$ cat config.mk
export PLATFORM = sky130hd
export DESIGN_NAME = des_round_cell
export DESIGN_NICKNAME = d
export VERILOG_FILES = /design/src/rtl/des_pkg.sv /design/src/rtl/des_round_cell.sv
export SDC_FILE = /design/constraint.sdc
export NUM_CORES = 1
export LEC_CHECK = 0
export CORE_MARGIN = 3
export CORE_UTILIZATION = 55
export DETAILED_ROUTE_END_ITERATION = 7
export DONT_BUFFER_PORTS = 1
export GPL_ROUTABILITY_DRIVEN = 0
export GPL_TIMING_DRIVEN = 0
export MAX_ROUTING_LAYER = met4
export PLACE_DENSITY = 0.7
export SKIP_LAST_GASP = 1
export SLEW_MARGIN = 30
export SYNTH_ARGS = -nofsm -noshare
export SYNTH_HDL_FRONTEND = slang
export SYNTH_SLANG_ARGS = --single-unit
$ cat constraint.sdc
create_clock -name clk -period 4.45 [get_ports clk]
set_input_delay 0.89 -clock clk [delete_from_list [all_inputs] [get_ports clk]]
set_output_delay 0.89 -clock clk [all_outputs]
set_load 0.01 [all_outputs]
$ cat src/rtl/des_pkg.sv
// ----------------------------------------------------------------------------
// des_pkg
// constants, permutation tables and round functions for the des block cipher
// ----------------------------------------------------------------------------
package des_pkg;

  localparam int unsigned NumRounds = 16;
  localparam int unsigned BlockW    = 64;
  localparam int unsigned HalfW     = 32;
  localparam int unsigned SubkeyW   = 48;
  localparam int unsigned CdW       = 56;

  typedef enum logic {
    CMD_ENCRYPT = 1'b0,
    CMD_DECRYPT = 1'b1
  } cmd_t;

  typedef logic [7:0] tab8_t [64];

  localparam tab8_t TabIp = '{
    58,50,42,34,26,18,10,2, 60,52,44,36,28,20,12,4,
    62,54,46,38,30,22,14,6, 64,56,48,40,32,24,16,8,
    57,49,41,33,25,17,9,1,  59,51,43,35,27,19,11,3,
    61,53,45,37,29,21,13,5, 63,55,47,39,31,23,15,7};

  localparam tab8_t TabFp = '{
    40,8,48,16,56,24,64,32, 39,7,47,15,55,23,63,31,
    38,6,46,14,54,22,62,30, 37,5,45,13,53,21,61,29,
    36,4,44,12,52,20,60,28, 35,3,43,11,51,19,59,27,
    34,2,42,10,50,18,58,26, 33,1,41,9,49,17,57,25};

  localparam logic [7:0] TabE [48] = '{
    32,1,2,3,4,5, 4,5,6,7,8,9, 8,9,10,11,12,13, 12,13,14,15,16,17,
    16,17,18,19,20,21, 20,21,22,23,24,25, 24,25,26,27,28,29, 28,29,30,31,32,1};

  localparam logic [7:0] TabP [32] = '{
    16,7,20,21,29,12,28,17, 1,15,23,26,5,18,31,10,
    2,8,24,14,32,27,3,9, 19,13,30,6,22,11,4,25};

  localparam logic [7:0] TabPc1 [56] = '{
    57,49,41,33,25,17,9, 1,58,50,42,34,26,18,
    10,2,59,51,43,35,27, 19,11,3,60,52,44,36,
    63,55,47,39,31,23,15, 7,62,54,46,38,30,22,
    14,6,61,53,45,37,29, 21,13,5,28,20,12,4};

  localparam logic [7:0] TabPc2 [48] = '{
    14,17,11,24,1,5, 3,28,15,6,21,10, 23,19,12,4,26,8, 16,7,27,20,13,2,
    41,52,31,37,47,55, 30,40,51,45,33,48, 44,49,39,56,34,53, 46,42,50,36,29,32};

  localparam logic [1:0] TabRot [16] = '{1,1,2,2,2,2,2,2,1,2,2,2,2,2,2,1};

  localparam logic [3:0] TabS [8][64] = '{
    '{14,4,13,1,2,15,11,8,3,10,6,12,5,9,0,7,
      0,15,7,4,14,2,13,1,10,6,12,11,9,5,3,8,
      4,1,14,8,13,6,2,11,15,12,9,7,3,10,5,0,
      15,12,8,2,4,9,1,7,5,11,3,14,10,0,6,13},
    '{15,1,8,14,6,11,3,4,9,7,2,13,12,0,5,10,
      3,13,4,7,15,2,8,14,12,0,1,10,6,9,11,5,
      0,14,7,11,10,4,13,1,5,8,12,6,9,3,2,15,
      13,8,10,1,3,15,4,2,11,6,7,12,0,5,14,9},
    '{10,0,9,14,6,3,15,5,1,13,12,7,11,4,2,8,
      13,7,0,9,3,4,6,10,2,8,5,14,12,11,15,1,
      13,6,4,9,8,15,3,0,11,1,2,12,5,10,14,7,
      1,10,13,0,6,9,8,7,4,15,14,3,11,5,2,12},
    '{7,13,14,3,0,6,9,10,1,2,8,5,11,12,4,15,
      13,8,11,5,6,15,0,3,4,7,2,12,1,10,14,9,
      10,6,9,0,12,11,7,13,15,1,3,14,5,2,8,4,
      3,15,0,6,10,1,13,8,9,4,5,11,12,7,2,14},
    '{2,12,4,1,7,10,11,6,8,5,3,15,13,0,14,9,
      14,11,2,12,4,7,13,1,5,0,15,10,3,9,8,6,
      4,2,1,11,10,13,7,8,15,9,12,5,6,3,0,14,
      11,8,12,7,1,14,2,13,6,15,0,9,10,4,5,3},
    '{12,1,10,15,9,2,6,8,0,13,3,4,14,7,5,11,
      10,15,4,2,7,12,9,5,6,1,13,14,0,11,3,8,
      9,14,15,5,2,8,12,3,7,0,4,10,1,13,11,6,
      4,3,2,12,9,5,15,10,11,14,1,7,6,0,8,13},
    '{4,11,2,14,15,0,8,13,3,12,9,7,5,10,6,1,
      13,0,11,7,4,9,1,10,14,3,5,12,2,15,8,6,
      1,4,11,13,12,3,7,14,10,15,6,8,0,5,9,2,
      6,11,13,8,1,4,10,7,9,5,0,15,14,2,3,12},
    '{13,2,8,4,6,15,11,1,10,9,3,14,5,0,12,7,
      1,15,13,8,10,3,7,4,12,5,6,11,0,14,9,2,
      7,11,4,1,9,12,14,2,0,6,10,13,15,3,5,8,
      2,1,14,7,4,10,8,13,15,12,9,0,3,5,6,11}};

  // tables count bits from 1 at the msb
  function automatic logic [63:0] perm64(input logic [63:0] v, input tab8_t t);
    logic [63:0] r;
    for (int i = 0; i < 64; i++) r[63-i] = v[64 - int'(t[i])];
    return r;
  endfunction

  function automatic logic [55:0] pc1(input logic [63:0] k);
    logic [55:0] r;
    for (int i = 0; i < 56; i++) r[55-i] = k[64 - int'(TabPc1[i])];
    return r;
  endfunction

  function automatic logic [47:0] pc2(input logic [55:0] cd);
    logic [47:0] r;
    for (int i = 0; i < 48; i++) r[47-i] = cd[56 - int'(TabPc2[i])];
    return r;
  endfunction

  function automatic logic [27:0] rotl28(input logic [27:0] v, input int s);
    logic [27:0] r;
    r = (s == 1) ? {v[26:0], v[27]} : {v[25:0], v[27:26]};
    return r;
  endfunction

  // right rotate, undoes one left step of the schedule
  function automatic logic [27:0] rotr28(input logic [27:0] v, input int s);
    logic [27:0] r;
    r = (s == 1) ? {v[0], v[27:1]} : {v[1:0], v[27:2]};
    return r;
  endfunction

  function automatic logic [31:0] feistel(input logic [31:0] h, input logic [47:0] sk);
    logic [47:0] x;
    logic [31:0] s;
    logic [5:0]  six;
    logic [31:0] r;
    for (int i = 0; i < 48; i++) x[47-i] = h[32 - int'(TabE[i])];
    x = x ^ sk;
    for (int i = 0; i < 8; i++) begin
      six = x[42 - 6*i +: 6];
      s[28 - 4*i +: 4] = TabS[i][{six[5], six[0], six[4:1]}];
    end
    for (int i = 0; i < 32; i++) r[31-i] = s[32 - int'(TabP[i])];
    return r;
  endfunction

endpackage

$ cat src/rtl/des_round_cell.sv
// ----------------------------------------------------------------------------
// des_round_cell
// one feistel round with its own key schedule step, registered
// ----------------------------------------------------------------------------
module des_round_cell #(
  parameter int unsigned Round = 0
) (
  input  logic        clk,
  input  logic        rst,
  input  logic        en,
  input  logic        in_valid,
  input  logic        in_dec,
  input  logic [27:0] in_c,
  input  logic [27:0] in_d,
  input  logic [31:0] in_l,
  input  logic [31:0] in_r,
  output logic        out_valid,
  output logic        out_dec,
  output logic [27:0] out_c,
  output logic [27:0] out_d,
  output logic [31:0] out_l,
  output logic [31:0] out_r
);
  import des_pkg::*;

  logic [27:0] c_k, d_k, c_next, d_next;
  logic [47:0] sk;

  // encrypt rotates left before the round, decrypt uses the key then rotates right
  always_comb begin
    if (in_dec) begin
      c_k    = in_c;
      d_k    = in_d;
      c_next = rotr28(in_c, int'(TabRot[NumRounds-1-Round]));
      d_next = rotr28(in_d, int'(TabRot[NumRounds-1-Round]));
    end else begin
      c_k    = rotl28(in_c, int'(TabRot[Round]));
      d_k    = rotl28(in_d, int'(TabRot[Round]));
      c_next = c_k;
      d_next = d_k;
    end
    sk = pc2({c_k, d_k});
  end

  always_ff @(posedge clk) begin
    if (rst) begin
      out_valid <= 1'b0;
    end else if (en) begin
      out_valid <= in_valid;
    end
  end

  always_ff @(posedge clk) begin
    if (en) begin
      out_dec <= in_dec;
      out_c   <= c_next;
      out_d   <= d_next;
      out_l   <= in_r;
      out_r   <= in_l ^ feistel(in_r, sk);
    end
  end

endmodule
==> metrics.txt <==
# TYPE chip_impl_metric gauge
chip_impl_info{name="critPathSlowestCell",value="sky130_fd_sc_hd__mux4_2"} 1
chip_impl_metric{name="post_synth_mux_area_share",unit=""} 0.201
chip_impl_metric{name="pin_count",unit=""} 247
chip_impl_metric{name="via_count_of_the_first_global_routing_pass",unit=""} 7545
chip_impl_metric{name="drc",unit=""} 0
chip_impl_metric{name="hold_slack",unit="ps"} 520
chip_impl_info{name="synth.top_cells.by_count",value="sky130_fd_sc_hd__edfxtp_1, sky130_fd_sc_hd__mux2i_1, sky130_fd_sc_hd__xnor2_1"} 1
chip_impl_metric{name="grt.overflow.total",unit=""} 0
chip_impl_metric{name="synth_seq_area_share",unit=""} 0.352
chip_impl_metric{name="preCtsSetupSlack",unit="ps"} 110
chip_impl_metric{name="synth_largest_type_area_fraction",unit=""} 0.350
chip_impl_metric{name="synth_area_per_cell",unit="um2"} 10.9
chip_impl_metric{name="drive_gt1_frac",unit=""} 0.173
chip_impl_info{name="critPathLaunchType",value="primary input"} 1
chip_impl_metric{name="synthesis.instances",unit=""} 955
chip_impl_metric{name="ant_nets",unit=""} 0
chip_impl_metric{name="place_inst",unit=""} 1184
chip_impl_metric{name="cts_buffers",unit=""} 17
chip_impl_metric{name="max_cap_viol_count",unit=""} 0
chip_impl_info{name="synth_flop_cell",value="sky130_fd_sc_hd__edfxtp_1"} 1
chip_impl_metric{name="design_power_total",unit="mW"} 4.78
chip_impl_metric{name="wirelength",unit="um"} 28100
chip_impl_metric{name="initial_utilization",unit=""} 0.568
chip_impl_metric{name="ys_async_sr_fraction",unit=""} 0
chip_impl_info{name="worst_setup_path_startpoint",value="in_dec"} 1
chip_impl_info{name="yosysTopAreaCell",value="sky130_fd_sc_hd__edfxtp_1"} 1
chip_impl_metric{name="area_taken_by_multi_input_logic_gates",unit="um2"} 6290
chip_impl_info{name="cp-end-kind",value="register"} 1
chip_impl_metric{name="core_area",unit="um2"} 18300
chip_impl_metric{name="worst-slew-pin-transition",unit="ps"} 947
chip_impl_info{name="startpoint_of_the_most_critical_register_to_register_path",value="out_valid$_SDFFE_PP0P_"} 1
chip_impl_metric{name="routed-via-count",unit=""} 8004
chip_impl_metric{name="r2r_setup_slack",unit="ps"} 3830
chip_impl_metric{name="via_per_inst",unit=""} 6.58
chip_impl_info{name="synth_most_common_cell",value="sky130_fd_sc_hd__edfxtp_1"} 1
chip_impl_metric{name="area.growth.synth_to_final",unit="%"} 9.33
chip_impl_info{name="cp_class",value="in -> reg"} 1
chip_impl_metric{name="final.min_clock_period",unit="ps"} 3950
chip_impl_metric{name="vdd_drop_max",unit="mV"} 0.267
chip_impl_info{name="hold_path.class",value="in -> reg"} 1
chip_impl_metric{name="detail_route.wl_per_cell",unit="um"} 23.1
chip_impl_metric{name="floorplan.die.width",unit="um"} 143
chip_impl_info{name="cts_root_buf",value="sky130_fd_sc_hd__clkbuf_16"} 1
chip_impl_metric{name="cp.required",unit="ps"} 4630
chip_impl_info{name="synth_top_family_by_area",value="multiplexers"} 1
chip_impl_metric{name="synthDistinctLibCells",unit=""} 67
chip_impl_metric{name="synth_xor_xnor_area_share",unit=""} 0.115
chip_impl_metric{name="critPathMaxFanout",unit=""} 13
chip_impl_metric{name="worst-endpoint-arrival",unit="ps"} 4130
chip_impl_metric{name="timing.fmax",unit="MHz"} 253
chip_impl_metric{name="number_of_inserted_filler_cells_in_the_final_layout",unit=""} 1467
chip_impl_metric{name="ff_latch_area",unit="um2"} 3650
chip_impl_metric{name="max_stage_delay_on_crit_path",unit="ps"} 480
chip_impl_metric{name="fin_cells",unit=""} 1217
chip_impl_metric{name="worst_slack",unit="ps"} 502
chip_impl_metric{name="cts.hold.buffers_added",unit=""} 0
chip_impl_metric{name="hold_viol",unit=""} 0
chip_impl_metric{name="clk_pin_slew_worst_paths",unit="ps"} 60
chip_impl_metric{name="drtPass1Iterations",unit=""} 6
chip_impl_metric{name="post_dp_cell_area",unit="um2"} 10700
chip_impl_metric{name="die_height",unit="um"} 143
chip_impl_info{name="path_common_cell",value="sky130_fd_sc_hd__buf_12"} 1
chip_impl_metric{name="worst_r2r_path_depth",unit=""} 2
chip_impl_metric{name="timing.setup.tns",unit="ps"} 0
chip_impl_metric{name="ctsHtreeMaxLevel",unit=""} 4
chip_impl_info{name="critical_path.cell_chain",value="buf_6, buf_12, buf_12, mux2i_1, xnor2_1, buf_2, inv_1, ha_1, clkbuf_1, o21ai_0, mux4_2, a21oi_1, xor2_1"} 1
chip_impl_info{name="tritoncts",value="yes"} 1
chip_impl_metric{name="post_synthesis_compound_gate_area_fraction",unit=""} 0.134
chip_impl_metric{name="antenna_found_initial",unit=""} 1
chip_impl_metric{name="postLayoutCoreUtil",unit=""} 0.621
chip_impl_metric{name="power_per_cell_area",unit="nW/um2"} 421
chip_impl_metric{name="slew-limit-headroom",unit=""} 0.364
chip_impl_metric{name="nNetsFinal",unit=""} 1161
chip_impl_metric{name="cts.sink_count",unit=""} 122
chip_impl_metric{name="pin_count_of_the_biggest_net_entering_global_routing",unit=""} 123
chip_impl_metric{name="total_leakage_power",unit="nW"} 4.31
chip_impl_info{name="outcome",value="finished clean"} 1
chip_impl_metric{name="period_share",unit=""} 0.887
chip_impl_metric{name="dieArea",unit="um2"} 20600
chip_impl_metric{name="post_cts_resize_count",unit=""} 0
chip_impl_metric{name="clkLatencyLatePin",unit="ps"} 430
chip_impl_info{name="critical_path.endpoint",value="out_r[23]$_DFFE_PP_"} 1
chip_impl_metric{name="synth_enable_flop_cells",unit=""} 121
chip_impl_metric{name="synth_simple_gate_area_frac",unit=""} 0.0800
chip_impl_metric{name="clk_path_buf_depth",unit=""} 2
chip_impl_metric{name="grt_usage",unit=""} 0.277
chip_impl_info{name="post_synth_main_area_contributors",value="sky130_fd_sc_hd__edfxtp_1, sky130_fd_sc_hd__mux2i_1, sky130_fd_sc_hd__ha_1"} 1
chip_impl_metric{name="first_pass_grt_wire_length",unit="um"} 42800
chip_impl_metric{name="detailed_place_hpwl",unit="um"} 20500
chip_impl_metric{name="floorplan.rows",unit=""} 49
chip_impl_metric{name="synth_seq_cells",unit=""} 122
chip_impl_info{name="rsz_0062_raised_after_global_routing",value="no"} 1
chip_impl_metric{name="fin_skew",unit="ps"} 0
chip_impl_info{name="critical_path.reg2reg.endpoint",value="out_valid$_SDFFE_PP0P_"} 1
chip_impl_metric{name="ys.warnings.count",unit=""} 0
chip_impl_metric{name="number_of_endpoints_failing_setup_at_the_final_stage",unit=""} 0
chip_impl_metric{name="finish.instance_area",unit="um2"} 11400
chip_impl_metric{name="drt_iter0_markers",unit=""} 898
chip_impl_metric{name="post_synthesis_adder_cell_area_fraction",unit=""} 0.0747
chip_impl_metric{name="timing_max_transition_violations_final",unit=""} 0
chip_impl_metric{name="synth.cell_area",unit="um2"} 10400
chip_impl_metric{name="place.port_buffers",unit=""} 0
chip_impl_metric{name="post-cts-setup-buffers",unit=""} 0
chip_impl_metric{name="synthesis.nets",unit=""} 1142
==> report_power, final <==
part           switching, mW  internal [mW]
clock                  0.546           1.05
combinational          0.892          0.676
sequential             0.137           1.48
total                   1.57           3.20
==> routing by layer <==
| layer | vias up | routed length, um | part of all wire | track usage |
|---|---|---|---|---|
| li1 | 3656 | - | - | - |
| met1 | 3759 | 11200 | 0.40 | 0.355 |
| met2 | 523 | 13200 | 0.47 | 0.425 |
| met3 | 66 | 2850 | 0.10 | 0.0725 |
| met4 | 0 | 954 | 0.034 | 0.103 |
| met5 | - | 0 | 0 | - |
==> kinds of logic after synthesis <==
kind of cell,after synthesis
and+or+nand+nor,185
buffers and inverters,91
adders and majority gates,62
DFF,122
AOI/OAI and AO/OA,199
muxes,173
xor gates and xnor gates,123
==> registers in the layout, indices dropped and copies added (netlist names) <==
register	flops
out_dec	1
out_r	32
out_valid	1
out_d	28
out_c	28
out_l	32
==> final cells by class <==
type / instances / share of cell area
Clock inverter: 15 / 0.0217
Multi-Input combinational cell: 742 / 0.554
Clock buffer: 17 / 0.0375
Buffer: 55 / 0.0274
Sequential cell: 122 / 0.322
Antenna cell: 1 / 0.000220
Inverter: 36 / 0.0119
Tap cell: 229 / 0.0252
==> worst max-delay path: cells and delay by family <==
kind	cells	cell delay (ps)
buf+inv	6	1310
mux	2	910
compound gates	2	370
xor+xnor	2	320
fa+ha+maj	1	320
==> how the worst min path moves through the flow <==
| stage | startpoint | endpoint | cells past startpoint |
|---|---|---|---|
| floorplan | out_valid$_SDFFE_PP0P_ | out_valid$_SDFFE_PP0P_ | 2 |
| global placement | out_valid$_SDFFE_PP0P_ | out_valid$_SDFFE_PP0P_ | 2 |
| detailed placement | out_valid$_SDFFE_PP0P_ | out_valid$_SDFFE_PP0P_ | 2 |
| CTS | rst | out_valid$_SDFFE_PP0P_ | 1 |
| global route | rst | out_valid$_SDFFE_PP0P_ | 1 |
| finish | rst | out_valid$_SDFFE_PP0P_ | 1 |
==> cells in the final DEF (no fill, tap or decap), types with 9 or more instances in the layout <==
cell type,count
sky130_fd_sc_hd__mux2_2,61
sky130_fd_sc_hd__a211oi_1,27
sky130_fd_sc_hd__nor3_1,24
sky130_fd_sc_hd__xnor2_1,70
sky130_fd_sc_hd__clkbuf_1,18
sky130_fd_sc_hd__buf_2,22
sky130_fd_sc_hd__mux4_2,19
sky130_fd_sc_hd__inv_1,33
sky130_fd_sc_hd__edfxtp_1,121
sky130_fd_sc_hd__nand3_1,30
sky130_fd_sc_hd__a21oi_1,35
sky130_fd_sc_hd__a31oi_1,11
sky130_fd_sc_hd__nand2_1,52
sky130_fd_sc_hd__ha_1,62
sky130_fd_sc_hd__o2111ai_1,9
sky130_fd_sc_hd__o21ai_0,29
sky130_fd_sc_hd__o211ai_1,20
sky130_fd_sc_hd__xnor2_2,9
sky130_fd_sc_hd__clkbuf_16,17
sky130_fd_sc_hd__nor2_1,53
sky130_fd_sc_hd__xor2_1,38
sky130_fd_sc_hd__mux2i_1,88
Note: power is estimated with default switching activity, not from simulation.
